**src/rtl/crsa_pkg.sv**
```systemverilog
package crsa_pkg;

    // default sizes of the group map and the longest run
    localparam int MAP_GROUPS_DEF = 4096;
    localparam int MAX_RUN_DEF    = 64;

    // eight sectors per group
    localparam int SECTOR_SHIFT = 3;

    // configuration register file
    localparam int CFG_IDX_W  = 2;
    localparam int CFG_DATA_W = 32;

    localparam logic [CFG_IDX_W-1:0] CFG_RUN_LENGTH        = 2'd0;
    localparam logic [CFG_IDX_W-1:0] CFG_DATA_START_SECTOR = 2'd1;
    localparam logic [CFG_IDX_W-1:0] CFG_DATA_GROUP_COUNT  = 2'd2;

    localparam logic [6:0]  RUN_LENGTH_RST  = 7'd4;
    localparam logic [31:0] DATA_START_RST  = 32'd0;
    localparam logic [12:0] GROUP_COUNT_RST = 13'd4096;

    // request kinds
    localparam logic KIND_ALLOC = 1'b0;
    localparam logic KIND_FREE  = 1'b1;

    typedef enum logic [1:0] {
        ST_DONE    = 2'd0,
        ST_NOSPACE = 2'd1,
        ST_RANGE   = 2'd2
    } t_status;

    typedef struct packed {
        logic [6:0]  run_length;
        logic [31:0] data_start_sector;
        logic [12:0] data_group_count;
    } t_cfg;

    typedef struct packed {
        logic        valid;
        t_status     status;
        logic [31:0] first_sector;
    } t_result;

endpackage

```
**src/rtl/crsa_req_if.sv**
```systemverilog
interface crsa_req_if;
    logic        valid;
    logic        ready;
    logic        kind;
    logic [31:0] start_sector;

    modport source (output valid, output kind, output start_sector, input ready);
    modport sink (input valid, input kind, input start_sector, output ready);
endinterface

```
**src/rtl/crsa_ctrl.sv**
```systemverilog
module crsa_ctrl #(
    parameter int MAP_GROUPS = crsa_pkg::MAP_GROUPS_DEF,
    parameter int MAX_RUN    = crsa_pkg::MAX_RUN_DEF,
    localparam int GW        = $clog2(MAP_GROUPS)
) (
    input  logic              i_clk,
    input  logic              i_rst_n,
    input  crsa_pkg::t_cfg    i_cfg,
    crsa_req_if.sink          req,
    output crsa_pkg::t_result o_result,
    input  logic              i_result_take,
    output logic              o_rd_en,
    output logic [GW-1:0]     o_rd_addr,
    input  logic              i_rd_data,
    output logic              o_wr_en,
    output logic [GW-1:0]     o_wr_addr,
    output logic              o_wr_data
);

    localparam int GCW = $clog2(MAP_GROUPS + 1);
    localparam int LW  = $clog2(MAX_RUN + 1);

    typedef enum logic [5:0] {
        S_CLEAR = 6'b000001,
        S_IDLE  = 6'b000010,
        S_SCAN  = 6'b000100,
        S_FCHK  = 6'b001000,
        S_WRITE = 6'b010000,
        S_DONE  = 6'b100000
    } t_state;

    t_state               r_state, n_state;
    logic [GCW-1:0]       r_addr, n_addr;
    logic                 r_pend, n_pend;
    logic [GW-1:0]        r_pend_g, n_pend_g;
    logic [LW-1:0]        r_run, n_run;
    logic [LW-1:0]        r_cnt, n_cnt;
    logic                 r_wbit, n_wbit;
    logic [31:0]          r_sector, n_sector;
    crsa_pkg::t_status    r_status, n_status;
    logic [31:0]          r_first, n_first;

    logic [LW-1:0]  w_len;
    logic [GCW-1:0] w_groups;
    logic           w_issue;
    logic [LW-1:0]  w_run_inc;
    logic [31:0]    w_base_full;
    logic [GW-1:0]  w_base;
    logic [31:0]    w_diff;
    logic [28:0]    w_grp;
    logic [31:0]    w_room;

    // effective run length and group count
    always_comb begin
        if (i_cfg.run_length == 7'd0) begin
            w_len = LW'(1);
        end else if (32'(i_cfg.run_length) > 32'(MAX_RUN)) begin
            w_len = LW'(MAX_RUN);
        end else begin
            w_len = LW'(i_cfg.run_length);
        end
        if (32'(i_cfg.data_group_count) > 32'(MAP_GROUPS)) begin
            w_groups = GCW'(MAP_GROUPS);
        end else begin
            w_groups = GCW'(i_cfg.data_group_count);
        end
    end

    assign w_issue     = (r_addr < w_groups);
    assign w_run_inc   = LW'(r_run + 1'b1);
    assign w_base_full = 32'(r_pend_g) + 32'd1 - 32'(w_len);
    assign w_base      = w_base_full[GW-1:0];
    assign w_diff      = r_sector - i_cfg.data_start_sector;
    assign w_grp       = w_diff[31:crsa_pkg::SECTOR_SHIFT];
    assign w_room      = 32'(w_groups) - 32'(w_grp);

    always_comb begin
        n_state  = r_state;
        n_addr   = r_addr;
        n_pend   = r_pend;
        n_pend_g = r_pend_g;
        n_run    = r_run;
        n_cnt    = r_cnt;
        n_wbit   = r_wbit;
        n_sector = r_sector;
        n_status = r_status;
        n_first  = r_first;

        unique case (r_state)
            S_CLEAR: begin
                n_addr = GCW'(r_addr + 1'b1);
                if (r_addr == GCW'(MAP_GROUPS - 1)) begin
                    n_state = S_IDLE;
                end
            end
            S_IDLE: begin
                if (req.valid) begin
                    if (req.kind == crsa_pkg::KIND_ALLOC) begin
                        n_addr  = '0;
                        n_pend  = 1'b0;
                        n_run   = '0;
                        n_state = S_SCAN;
                    end else begin
                        n_sector = req.start_sector;
                        n_state  = S_FCHK;
                    end
                end
            end
            S_SCAN: begin
                // issue the next read while the previous group is judged
                if (w_issue) begin
                    n_addr   = GCW'(r_addr + 1'b1);
                    n_pend   = 1'b1;
                    n_pend_g = r_addr[GW-1:0];
                end else begin
                    n_pend = 1'b0;
                end
                if (r_pend) begin
                    if (i_rd_data) begin
                        n_run = '0;
                    end else if (w_run_inc == w_len) begin
                        n_addr   = GCW'(w_base);
                        n_cnt    = w_len;
                        n_wbit   = 1'b1;
                        n_status = crsa_pkg::ST_DONE;
                        n_first  = i_cfg.data_start_sector
                                 + (32'(w_base) << crsa_pkg::SECTOR_SHIFT);
                        n_state  = S_WRITE;
                    end else begin
                        n_run = w_run_inc;
                    end
                end else if (!w_issue) begin
                    n_status = crsa_pkg::ST_NOSPACE;
                    n_first  = '0;
                    n_state  = S_DONE;
                end
            end
            S_FCHK: begin
                n_first = '0;
                if (r_sector < i_cfg.data_start_sector
                        || 32'(w_grp) >= 32'(w_groups)) begin
                    n_status = crsa_pkg::ST_RANGE;
                    n_state  = S_DONE;
                end else begin
                    n_status = crsa_pkg::ST_DONE;
                    n_addr   = GCW'(w_grp);
                    n_wbit   = 1'b0;
                    // clip the run at the end of the data area
                    n_cnt    = (w_room < 32'(w_len)) ? LW'(w_room) : w_len;
                    n_state  = S_WRITE;
                end
            end
            S_WRITE: begin
                n_addr = GCW'(r_addr + 1'b1);
                n_cnt  = LW'(r_cnt - 1'b1);
                if (r_cnt == LW'(1)) begin
                    n_state = S_DONE;
                end
            end
            S_DONE: begin
                if (i_result_take) begin
                    n_state = S_IDLE;
                end
            end
            default: begin
                n_state = S_CLEAR;
            end
        endcase
    end

    always_ff @(posedge i_clk) begin
        if (!i_rst_n) begin
            r_state <= S_CLEAR;
            r_addr  <= '0;
            r_pend  <= 1'b0;
        end else begin
            r_state <= n_state;
            r_addr  <= n_addr;
            r_pend  <= n_pend;
        end
    end

    always_ff @(posedge i_clk) begin
        r_pend_g <= n_pend_g;
        r_run    <= n_run;
        r_cnt    <= n_cnt;
        r_wbit   <= n_wbit;
        r_sector <= n_sector;
        r_status <= n_status;
        r_first  <= n_first;
    end

    assign req.ready = (r_state == S_IDLE);

    assign o_rd_en   = (r_state == S_SCAN) && w_issue;
    assign o_rd_addr = r_addr[GW-1:0];
    assign o_wr_en   = (r_state == S_CLEAR) || (r_state == S_WRITE);
    assign o_wr_addr = r_addr[GW-1:0];
    assign o_wr_data = (r_state == S_WRITE) ? r_wbit : 1'b0;

    assign o_result.valid        = (r_state == S_DONE);
    assign o_result.status       = r_status;
    assign o_result.first_sector = r_first;

endmodule
```
**src/flat_wrapper.sv**
```systemverilog
// flat-port wrapper written by rule: the top's interface ports become plain ports
module crsa_ctrl_flat 
#(
    parameter int MAP_GROUPS = crsa_pkg::MAP_GROUPS_DEF,
    parameter int MAX_RUN    = crsa_pkg::MAX_RUN_DEF,
    localparam int GW        = $clog2(MAP_GROUPS)
)
  (i_clk, i_rst_n, i_cfg, o_result, i_result_take, o_rd_en, o_rd_addr, i_rd_data, o_wr_en, o_wr_addr, o_wr_data, req_valid, req_kind, req_start_sector, req_ready);
  crsa_req_if req_i ();
  input  logic i_clk;
  input  logic i_rst_n;
  input  crsa_pkg::t_cfg i_cfg;
  output crsa_pkg::t_result o_result;
  input  logic i_result_take;
  output logic o_rd_en;
  output logic [GW-1:0] o_rd_addr;
  input  logic i_rd_data;
  output logic o_wr_en;
  output logic [GW-1:0] o_wr_addr;
  output logic o_wr_data;
  input wire logic [$bits(req_i.valid)-1:0] req_valid;
  input wire logic [$bits(req_i.kind)-1:0] req_kind;
  input wire logic [$bits(req_i.start_sector)-1:0] req_start_sector;
  output wire logic [$bits(req_i.ready)-1:0] req_ready;
  assign req_i.valid = req_valid;
  assign req_i.kind = req_kind;
  assign req_i.start_sector = req_start_sector;
  assign req_ready = req_i.ready;
  crsa_ctrl #(.MAP_GROUPS(MAP_GROUPS), .MAX_RUN(MAX_RUN)) u_core (.i_clk(i_clk), .i_rst_n(i_rst_n), .i_cfg(i_cfg), .req(req_i), .o_result(o_result), .i_result_take(i_result_take), .o_rd_en(o_rd_en), .o_rd_addr(o_rd_addr), .i_rd_data(i_rd_data), .o_wr_en(o_wr_en), .o_wr_addr(o_wr_addr), .o_wr_data(o_wr_data));
endmodule
```
**config.mk**
```make
export PLATFORM = sky130hd
export DESIGN_NAME = crsa_ctrl_flat
export DESIGN_NICKNAME = d
export VERILOG_FILES = /design/src/rtl/crsa_pkg.sv /design/src/rtl/crsa_req_if.sv /design/src/rtl/crsa_ctrl.sv /design/src/flat_wrapper.sv
export SDC_FILE = /design/constraint.sdc
export NUM_CORES = 1
export LEC_CHECK = 0
export ABC_AREA = 1
export BUFFER_PORTS_ARGS = -buffer_cell sky130_fd_sc_hd__buf_2
export CAP_MARGIN = 10
export CORE_UTILIZATION = 25
export CTS_CLUSTER_DIAMETER = 100
export DETAILED_ROUTE_END_ITERATION = 6
export PLACE_DENSITY_LB_ADDON = 0.2
export SYNTH_ARGS = -nofsm -noshare
export SYNTH_HDL_FRONTEND = slang
export SYNTH_SLANG_ARGS = --single-unit
```
**constraint.sdc**
```tcl
create_clock -name i_clk -period 4.4 [get_ports i_clk]
set_input_delay 0.44 -clock i_clk [delete_from_list [all_inputs] [get_ports i_clk]]
set_output_delay 0.44 -clock i_clk [all_outputs]
set_load 0.02 [all_outputs]
```
==> results.tsv <==
metric	value	unit
status	finished clean	
clock_sinks	113	
swShare	0.367	
holdBufCountCts	0	
path_class	register to register	
synthAdderAreaFrac	0.114	
grt_max_degree	34	
clock_latency	0.44	ns
intPower	2.54	mW
ys_seq_area_frac	0.292	
die-area	44600	sq um
setup_violations	0	
cts_buffers	17	
area_growth	22.8	%
synthFlopType	edfxtp_1	
die_x	211	microns
synth.top_cell.area_share	0.256	
seqPwrFrac	0.312	
synth_top_family_by_area	simple AND/OR/NAND/NOR gates	
seq_area	3190	sq um
io_pins	153	
vdd_ir_drop_max	0.244	mV
avgSynthCellArea	6.73	sq um
finalWirelength	36.9	mm
worstSetupStartpointType	register	
tightest_slew	1.06	ns
layout.nets	2025	
slew_headroom	0.296	
totalPowerFinal	4.02	mW
synthArstFlopShare	0	
critPathArrivalTime	4.25	ns
route.antenna.remaining_nets	0	
synth_xor_area_frac	0.0401	
synth.area.mux_share	0	
max_freq	247	MHz
core	43100	sq um
io_buffers	152	
maxCapViolations	0	
cts_max_path_buffers	2	
hold_violations	0	
die_h	211	microns
drive_gt1_frac	0.179	
min_path_type	input pin to register	
yosys.area.top_type	edfxtp_1	
ys_ff_latch	113	
fin_util	0.312	
p_leak	6.86	nW
grt_pass1_vias	10600	
syn_inst	1624	
share_comb_of_total_power	0.356	
synthTopCellsByArea	edfxtp_1 (26%), nand2_1 (16%), ha_1 (11%)	
synth_compound_area_frac	0.0900	
num_rows	76	
multiInputGateArea	6380	sq um
wl_per_cell	15.1	microns
required	4.60	ns
post-place-ws	-0.160	ns
clk_pin_slew	0.06	ns
htree_levels	4	
min_delay_path_depth	1	
r2r-start	u_core.r_sector[1]	
num_antenna_cells	0	
synth_edf_count	93	
finClkSkew	0.0139	ns
crit_start	u_core.r_sector[1]	
antenna_found_initial	0	
vias	10800	
cellPowerDensity	299	nW/um^2
crit_path_end	u_core.r_cnt[6]	
holdWs	0.176	ns
maxSlewViolCount	0	
rrSetupSlack	0.34	ns
synth_fp_nets	1812	
finalCritPeriodShare	0.922	
viasPerCell	4.43	
grt.overflow.total	0	
synth_cell_types	53	
yosys_warnings	0	
first_pass_iters	7	
cts-root-buf	clkbuf_16	
tns	0	ns
grt_pass1_wl	57.6	mm
reg2regPathDepth	26	
place_congestion	0.887	
place_hpwl	31.0	mm
fill_cells	4703	
worstSetupEndpointType	register	
drcViolationCount	0	
p_clk_frac	0.333	
drtIter0Drc	598	
fin_crit	4.06	ns
grt_usage	0.169	
syn-cell-area	10900	sq um
yosys.area_share.simple	0.333	
start_util	0.254	
rr_endpoint	u_core.r_cnt[6]	
critical_path.max_fanout	8	
fin_ws	0.344	ns
power.switching	1.48	mW
cts_tree	built	
-- repair_timing --
action / CTS / global route
setup buffers: 0 / 1
resized for setup: 0 / 17
setup endpoints to repair: 0 / 29
-- state kept, by name (all words and copies together), names as in the netlist --
name	cells
u_core.r_wbit	1
u_core.r_run	7
u_core.r_state	6
u_core.r_sector	32
u_core.r_pend	1
u_core.r_pend_g	12
u_core.r_addr	13
u_core.r_first	32
u_core.r_cnt	7
u_core.r_status	2
-- synthesized netlist by cell type, types with 25 or more instances --
library cell / n
edfxtp_1: 93
ha_1: 95
nand3_1: 105
nand4_1: 38
o21ai_0: 28
inv_1: 297
xor2_1: 35
nor2_1: 145
a21oi_1: 96
buf_4: 25
nand2_1: 472
-- worst min-delay path by stage --
stage | start | endpoint | slack (ns)
floorplan | u_core.r_addr[12] | u_core.r_addr[12] | 0.46
global placement | u_core.r_state[2] | u_core.r_state[2] | 0.52
detailed placement | u_core.r_state[2] | u_core.r_state[2] | 0.52
CTS | req_start_sector[25] | u_core.r_sector[25] | 0.15
global route | req_start_sector[29] | u_core.r_sector[29] | 0.15
finish | req_start_sector[25] | u_core.r_sector[25] | 0.18
-- cell families after synthesis --
logic type      Yosys count
simple gates            841
buf+inv                 348
compound gates          174
flops                   113
fa+ha+maj                98
xor+xnor                 50
-- per-stage QoR --
step | cell area, sq um | cells
after floorplan | 10900 | 1624
after global placement | 12800 | 2402
after detailed placement | 12800 | 2402
after CTS | 13400 | 2434
after global routing | 13400 | 2435
final | 13400 | 2435
-- layer usage --
metal / vias up / share of wire / wire (microns) / GRT usage
li1: 5638 / - / - / -
met1: 4909 / 0.45 / 16700 / 0.209
met2: 210 / 0.49 / 18200 / 0.301
met3: 38 / 0.032 / 1200 / 0.0241
met4: 0 / 0.021 / 771 / 0.0560
met5: - / 0 / 0 / 0
-- power by group through the flow --
stage               sequential (mW)  clock (mW)  combinational, mW
finish                         1.25        1.34               1.43
global route                   1.26        1.41               1.62
CTS                            1.25        1.37               1.43
detailed placement             1.28           0               1.42
global placement               1.28           0               1.42
floorplan                      1.28           0              0.929
-- cell usage in the layout (no fill, tap or decap), types with 9 or more instances in the layout --
cell       netlist  routed
o21ai_0         28      25
nor2_2           8      11
or2_2           14      14
buf_2            5     152
a21oi_1         96      95
clkbuf_16        0      19
ha_1            95      93
dfxtp_1         20      20
inv_1          297     296
nand2_1        472     472
xor2_1          35      32
buf_4           25      81
nand3_1        105     105
nor3_1          20      20
edfxtp_1        93      93
o22ai_1         15      15
xnor2_1         15      14
nor2_1         145     141
inv_2            9       9
nand4_1         38      38
-- area by class of cell --
cell class,count,area share
tap,585,0.0545
clock buffer,21,0.0367
sequential,113,0.238
inverter,307,0.0860
multi-input combinational,1163,0.475
clock inverter,11,0.00550
timing repair buffer,235,0.104
-- critical path: stages (launching register included) --
cell	delay, ns
edfxtp_1	0.37
ha_1	0.32
nand2_1	0.08
nand2_1	0.07
nand2_1	0.08
nand2_2	0.06
or2_2	0.27
nand2_1	0.12
inv_1	0.08
fa_1	0.42
o21ai_1	0.14
o21ai_1	0.10
o21ai_1	0.21
xor2_1	0.12
ha_1	0.20
inv_1	0.05
nand2_1	0.04
nor2_1	0.09
nand2_1	0.05
nor2_1	0.11
nand3_1	0.07
nor2_1	0.09
nand2_1	0.09
nor2_4	0.25
nand4_1	0.15
nand3_1	0.12
nand2_1	0.05
(Power assumes the default switching activity.)
